`config.mk`:
```
export PLATFORM = sky130hd
export DESIGN_NAME = cpc_stage
export DESIGN_NICKNAME = d
export VERILOG_FILES = /design/src/rtl/coordinate_polar_converter_unit_defines.svh /design/src/rtl/cpc_pkg.sv /design/src/rtl/cpc_stage.sv
export SDC_FILE = /design/constraint.sdc
export NUM_CORES = 1
export LEC_CHECK = 0
export ABC_CLOCK_PERIOD_IN_PS = 3000
export BUFFER_PORTS_ARGS = -buffer_cell sky130_fd_sc_hd__buf_4
export CAP_MARGIN = 20
export CORE_MARGIN = 2
export CORE_UTILIZATION = 40
export DETAILED_ROUTE_END_ITERATION = 16
export PLACE_DENSITY = 0.77
export SLEW_MARGIN = 10
export SYNTH_ARGS = -nofsm -noshare
export SYNTH_HDL_FRONTEND = slang
export SYNTH_SLANG_ARGS = --single-unit
```
`constraint.sdc`:
```
create_clock -name clk -period 3 [get_ports clk]
set_input_delay 0.3 -clock clk [delete_from_list [all_inputs] [get_ports clk]]
set_output_delay 0.3 -clock clk [all_outputs]
set_load 0.005 [all_outputs]
```
`src/rtl/coordinate_polar_converter_unit_defines.svh`:
```
// Assertion macros shared by the converter RTL.
`ifndef COORDINATE_POLAR_CONVERTER_UNIT_DEFINES_SVH
`define COORDINATE_POLAR_CONVERTER_UNIT_DEFINES_SVH

// The consequent must hold in the same cycle as the antecedent.
`define CPC_ASSERT_NOW(lbl, ante, cons, msg) \
  lbl: assert property (@(posedge clk) disable iff (rst) (ante) |-> (cons)) \
    else $error(msg);

// The consequent must hold a fixed number of cycles after the antecedent.
`define CPC_ASSERT_LATER(lbl, ante, dly, cons, msg) \
  lbl: assert property (@(posedge clk) disable iff (rst) (ante) |-> ##dly (cons)) \
    else $error(msg);

`endif

```
`src/rtl/cpc_pkg.sv`:
```
package cpc_pkg;

  localparam int COORD_WIDTH    = 16;
  localparam int ANGLE_WIDTH    = 16;
  localparam int MAG_WIDTH      = COORD_WIDTH + 1;
  localparam int GUARD          = 8;
  localparam int DATA_W         = COORD_WIDTH + GUARD + 4;
  localparam int ITERATIONS_DEF = 16;
  localparam int TABLE_LEN      = 24;
  localparam int KGAIN_W        = 17;
  localparam int PROD_W         = DATA_W + KGAIN_W;
  localparam int UNSCALE_SH     = 16 + GUARD;
  localparam int ANG_SH         = 9;
  localparam int ANG_IN_SH      = 9;
  localparam int ANG_OUT_MAX    = 23040;
  localparam int MAG_MAX        = 2 ** COORD_WIDTH - 1;
  localparam int COORD_MAX      = 2 ** (COORD_WIDTH - 1) - 1;
  localparam int COORD_MIN      = -(2 ** (COORD_WIDTH - 1));

  localparam logic signed [KGAIN_W-1:0] KGAIN      = KGAIN_W'(39797);
  localparam logic signed [PROD_W-1:0]  ROUND_HALF = PROD_W'(1) <<< (UNSCALE_SH - 1);
  localparam logic signed [DATA_W-1:0]  ANG_HALF   = DATA_W'(1) <<< (ANG_SH - 1);
  localparam logic signed [DATA_W-1:0]  DEG90      = DATA_W'(90 * 65536);
  localparam logic signed [DATA_W-1:0]  DEG180     = DATA_W'(180 * 65536);
  localparam logic signed [DATA_W-1:0]  DEG360     = DATA_W'(360 * 65536);

  // One item in flight through the rotation stages.
  typedef struct packed {
    logic                     func;
    logic                     org;
    logic signed [DATA_W-1:0] x;
    logic signed [DATA_W-1:0] y;
    logic signed [DATA_W-1:0] z;
  } cpc_item_t;

  // Arctangent of 2^-idx in degrees with 16 fraction bits.
  function automatic logic signed [DATA_W-1:0] atan_deg(input int unsigned idx);
    logic signed [DATA_W-1:0] v;
    case (idx)
      0:       v = DATA_W'(2949120);
      1:       v = DATA_W'(1740967);
      2:       v = DATA_W'(919879);
      3:       v = DATA_W'(466945);
      4:       v = DATA_W'(234379);
      5:       v = DATA_W'(117304);
      6:       v = DATA_W'(58666);
      7:       v = DATA_W'(29335);
      8:       v = DATA_W'(14668);
      9:       v = DATA_W'(7334);
      10:      v = DATA_W'(3667);
      11:      v = DATA_W'(1833);
      12:      v = DATA_W'(917);
      13:      v = DATA_W'(458);
      14:      v = DATA_W'(229);
      15:      v = DATA_W'(115);
      16:      v = DATA_W'(57);
      17:      v = DATA_W'(29);
      18:      v = DATA_W'(14);
      19:      v = DATA_W'(7);
      20:      v = DATA_W'(4);
      21:      v = DATA_W'(2);
      22:      v = DATA_W'(1);
      default: v = '0;
    endcase
    return v;
  endfunction

endpackage

```
`src/rtl/cpc_stage.sv`:
```
module cpc_stage import cpc_pkg::*; #(
  parameter int unsigned SHIFT = 0
) (
  input  logic      clk,
  input  logic      rst,
  input  logic      in_vld,
  input  cpc_item_t in_item,
  output logic      out_vld,
  output cpc_item_t out_item
);

  localparam logic signed [DATA_W-1:0] ATAN = atan_deg(SHIFT);

  logic                     rot;
  logic signed [DATA_W-1:0] xs;
  logic signed [DATA_W-1:0] ys;
  cpc_item_t                item_next;

  // Vectoring drives y to zero, rotation drives z to zero; both reduce to
  // one sign choice for the micro-rotation.
  always_comb begin
    xs  = in_item.x >>> SHIFT;
    ys  = in_item.y >>> SHIFT;
    rot = in_item.func ? ~in_item.z[DATA_W-1] : in_item.y[DATA_W-1];
    item_next      = in_item;
    item_next.x    = rot ? in_item.x - ys   : in_item.x + ys;
    item_next.y    = rot ? in_item.y + xs   : in_item.y - xs;
    item_next.z    = rot ? in_item.z - ATAN : in_item.z + ATAN;
  end

  always_ff @(posedge clk) begin
    if (rst) begin
      out_vld <= 1'b0;
    end else begin
      out_vld <= in_vld;
    end
  end

  always_ff @(posedge clk) begin
    out_item <= item_next;
  end

endmodule

```
### Word level (Yosys, flattened, before mapping)

Index checks and enable logic that the tools add are counted.

| word-level totals | value |
|---|---|
| bits in registers | 87 |
| logic and storage cells | 16 |
| output and inout bits | 87 |
| input port bits | 89 |

| operators by class | value |
|---|---|
| add/sub/neg operators | 5 |
| mux-type cells | 4 |
| bitwise gates (word level) | 1 |

Operator list:

| operator | number |
|---|---|
| 2-to-1 mux 28 bit | 3 |
| subtractor 28 bit | 2 |
| adder 28 x 23 -> 28 bit (second input constant) | 1 |
| adder 28 bit | 1 |
| subtractor 28 x 23 -> 28 bit (second input constant) | 1 |
| 2-to-1 mux 1 bit | 1 |
| inverter 1 bit | 1 |

### Depth between registers and ports, before layout

| logic depth | value |
|---|---|
| depth in word-level cells | 3 |
| mapped depth | 14 |
| gate-level depth less buffers | 12 |

### Least setup slack after synthesis

OpenSTA, ideal clock, no wires.

| path | value |
|---|---|
| path type | input-to-reg |
| start point | input port in_item[85] (netlist bit) |
| end point | register out_item[26] (netlist bit) |
| stages on the path | 14 |
| required time | 2.928 ns |
| data arrival time | 3.022 ns |
| library setup time | 0.072 ns |
| path buffers | 3 |
| slack | -0.095 ns |
| cell sequence | nand2b_1 -> and2_1 -> clkbuf_1 -> clkbuf_1 -> buf_1 -> xnor2_1 -> ha_1 -> o21ai_0 -> a22oi_1 -> a221o_1 -> o21ai_1 -> o21ai_0 -> o41ai_1 -> xnor2_1 |

RTL lines:

| element | RTL line | RTL |
|---|---|---|
| from (decl) | cpc_stage.sv:7 | `input cpc_item_t in_item,` |
| to (signal assigned) | cpc_stage.sv:40 | `out_item <= item_next;` |
| to (decl) | cpc_stage.sv:9 | `output cpc_item_t out_item` |

==> results.md <==
- TritonCTS buffer count: 9
- Main synth FF type: dfxtp_1
- Hold_buf cts: 0
- Share of cells above drive strength 1: 26.0%
- Via count: 6521
- Resize count post-CTS: 0
- Longest Clk Path Bufs: 2
- Die Wd: 133 um
- Synth area leader: dfxtp_1
- Reg clk slew, reported paths: 60 ps
- Max Freq: 366 MHz
- Post-route insts no fill: 1232
- Part of the cycle the worst path needs: 91.2%
- Worst-Margin Slew: 657 ps
- Synth Register Bits: 86
- Die ar.: 0.0176 mm^2
- Leak: 4.17 nW
- CTS Root Cell: clkbuf_16
- # IOs: 176
- Sequential group share of total power: 33.4%
- Post-place setup slack: 2.88 ps
- HP Start: in_item[14]
- Post-CTS Setup Repair Bufs: 0
- Switching Fraction: 33.0%
- Max-cap violations: 0
- Clock power share: 26.9%
- DRC violation count after routing: 0
- Switching Power: 1.45 mW
- DP HPWL: 15900 um
- First-pass GRT wire length: 31900 um
- GPL Wtd Cong: 0.959
- IO Port Bufs: 175
- Hold path cells: 1
- Hold EP: out_item[14]$_DFF_P_
- Crit path kind: primary input to flop
- Crit end category: flop
- Hold Path Class: primary input to flop
- Max incr delay on CP: 500 ps
- Setup ws final: 265 ps
- Number of placed cells counting well taps: 1216
- CTS tree: done
- Cell area after synthesis: 0.00662 mm^2
- Register area: 0.00172 mm^2
- Critical-path cell list: buf_4 -> inv_1 -> ha_1 -> nor3_1 -> nor3_1 -> o211ai_1 -> a31oi_2 -> o41ai_2 -> buf_4 -> o21ai_1 -> a21oi_1 -> a211oi_1 -> xnor2_1
- Vias/cell: 5.29
- WL final: 20000 um
- Setup TNS Final: 0 ps
- Global Route Usage Sum: 22.5%
- Initial Utilization: 40.4%
- Most frequent cells after synthesis: ha_1 (88), dfxtp_1 (86), a21oi_1 (84), inv_1 (79), nor2_1 (66)
- Synth cell types: 75
- Post-synth EDFFs: 0
- PD cells: 506 mW/mm^2
- DR pass1 iterations: 6
- Period minus WS final: 2730 ps
- Final Hold Violating Endpoints: 0
- First DRT Iteration DRCs: 578
- Mapped Cells: 816
- Setup violation total in the final timing report: 0
- Remaining antenna violation count: 0
- Post-synthesis sequential area ratio: 26.0%
- Grt ovf: 0
- Int Power: 2.95 mW
- H-tree level count: 3
- Vias in the first global route: 6218
- CP arrival: 3020 ps
- Post-synth top area share: 26.0%
- Status: completed
- Row count: 47
- Antenna violations before repair: 0
- Largest cells by area after synthesis: dfxtp_1 (26%), ha_1 (17%), xnor2_1 (7.4%)
- Final Max Slew Viols: 0
- Tot Pwr: 4.40 mW
- Area of the multi-input gates: 0.00441 mm^2
- Maximum vdd drop: 0.000280 V
- Critical Path RT: 3280 ps
- Post-synth ARST share: 0%
- Slowest cell on the critical path: ha_1
- Die height: 133 um
- Diode count: 0
- Critical-path maximum fanout: 11
- Area Growth Syn to Fin: 31.4%
- Drt wl/cell: 16.2 um
- Comb pwr share: 39.6%
- Final #Nets: 1187
- Final core utilization: 53.1%
- RSZ-0062 raised after global routing: false
- Most frequent cell after synthesis: ha_1
- Fillers: 1556
- Relative slew slack: 56.2%
- Critical Path Source Type: primary input
- Clock sink total: 86
- Maximum number of pins on one net before global-route repair: 60
- Synth warnings: 0
- Core footprint: 0.0164 mm^2
- Mean Syn Cell Area: 8.12 um^2
- Syn_nets: 996
## power by group through the flow
stage / Clock (mW) / Sequential, mW / Combinational [mW]
after floorplan: 0 / 1.51 / 0.873
after global placement: 0 / 1.49 / 1.72
after detailed placement: 0 / 1.50 / 1.73
after CTS: 1.21 / 1.47 / 1.74
after global routing: 1.26 / 1.49 / 1.90
final: 1.18 / 1.47 / 1.75
## metal layers
layer	up-vias	track usage [%]	wire length, um
li1	3204	-	-
met1	2985	29.2	8840
met2	304	37.4	9250
met3	28	4.14	1480
met4	0	8.00	416
met5	-	0	0
## worst max path at each step
| stage | startpoint | end | slack (ps) | cells past startpoint |
|---|---|---|---|---|
| after floorplan | in_item[85] | out_item[26]$_DFF_P_ | 40 | 14 |
| after global placement | in_item[30] | out_item[82]$_DFF_P_ | 10 | 13 |
| after detailed placement | in_item[30] | out_item[82]$_DFF_P_ | 3 | 13 |
| after CTS | in_item[30] | out_item[82]$_DFF_P_ | 350 | 13 |
| after global routing | in_item[30] | out_item[82]$_DFF_P_ | 70 | 13 |
| final | in_item[30] | out_item[82]$_DFF_P_ | 270 | 13 |
## state kept, by name, summed over array words and instances, names as in the netlist
register and flops:
out_item 85, out_vld 1
## worst max-delay path: cells and delay by family
kind / cells / cell delay [ps]
AO/OA/AOI/OAI: 6 / 1420
XOR/XNOR: 1 / 140
adder cells (fa/ha/maj): 1 / 500
buffers and inverters: 3 / 300
AND/OR/NAND/NOR: 2 / 370
## layout make-up
type | instances | area share, %
Clock buffer | 12 | 2.95
Clock inverter | 4 | 0.632
Inverter | 84 | 3.65
Multi-Input combinational cell | 606 | 50.7
Sequential cell | 86 | 19.8
Tap cell | 220 | 3.16
Timing Repair Buffer | 220 | 19.1
## per-stage QoR
step | hold slack [ps] | instance area (um^2)
2_1_floorplan | 328 | 6620
3_3_place_gp | 405 | 8390
3_5_place_dp | 406 | 8390
4_1_cts | 43.1 | 8700
5_1_grt | 36.5 | 8700
6_report | 53.7 | 8700
## cell usage in the layout (no fill, tap or decap), types with 5 or more instances in the layout
cell	synthesis	layout
nand2b_1	5	5
nor2b_1	14	14
o31ai_1	5	5
nand3_1	10	10
nand4_1	6	6
inv_1	79	79
buf_4	1	219
a31oi_1	14	14
nor2_1	66	66
o21ai_1	8	8
o21ai_0	48	48
a21oi_1	84	84
a2111oi_0	5	5
clkbuf_16	0	9
o21bai_1	10	10
mux2i_1	10	10
nor4_1	5	5
nand2_1	38	38
nor3_1	17	17
and3_1	6	6
a21o_1	18	18
o211ai_1	10	10
ha_1	88	88
dfxtp_1	86	86
xnor2_1	56	56
xor2_1	10	10
## kinds of logic after synthesis
| logic type | count (synthesis) | synth area share [%] |
|---|---|---|
| AOI/OAI and AO/OA | 255 | 25.6 |
| xor gates and xnor gates | 66 | 8.73 |
| adders and majority gates | 91 | 17.5 |
| buffers and inverters | 124 | 7.37 |
| DFF | 86 | 26.0 |
| muxes | 10 | 1.51 |
| and+or+nand+nor | 184 | 13.3 |
Note: power is estimated with default switching activity, not from simulation.
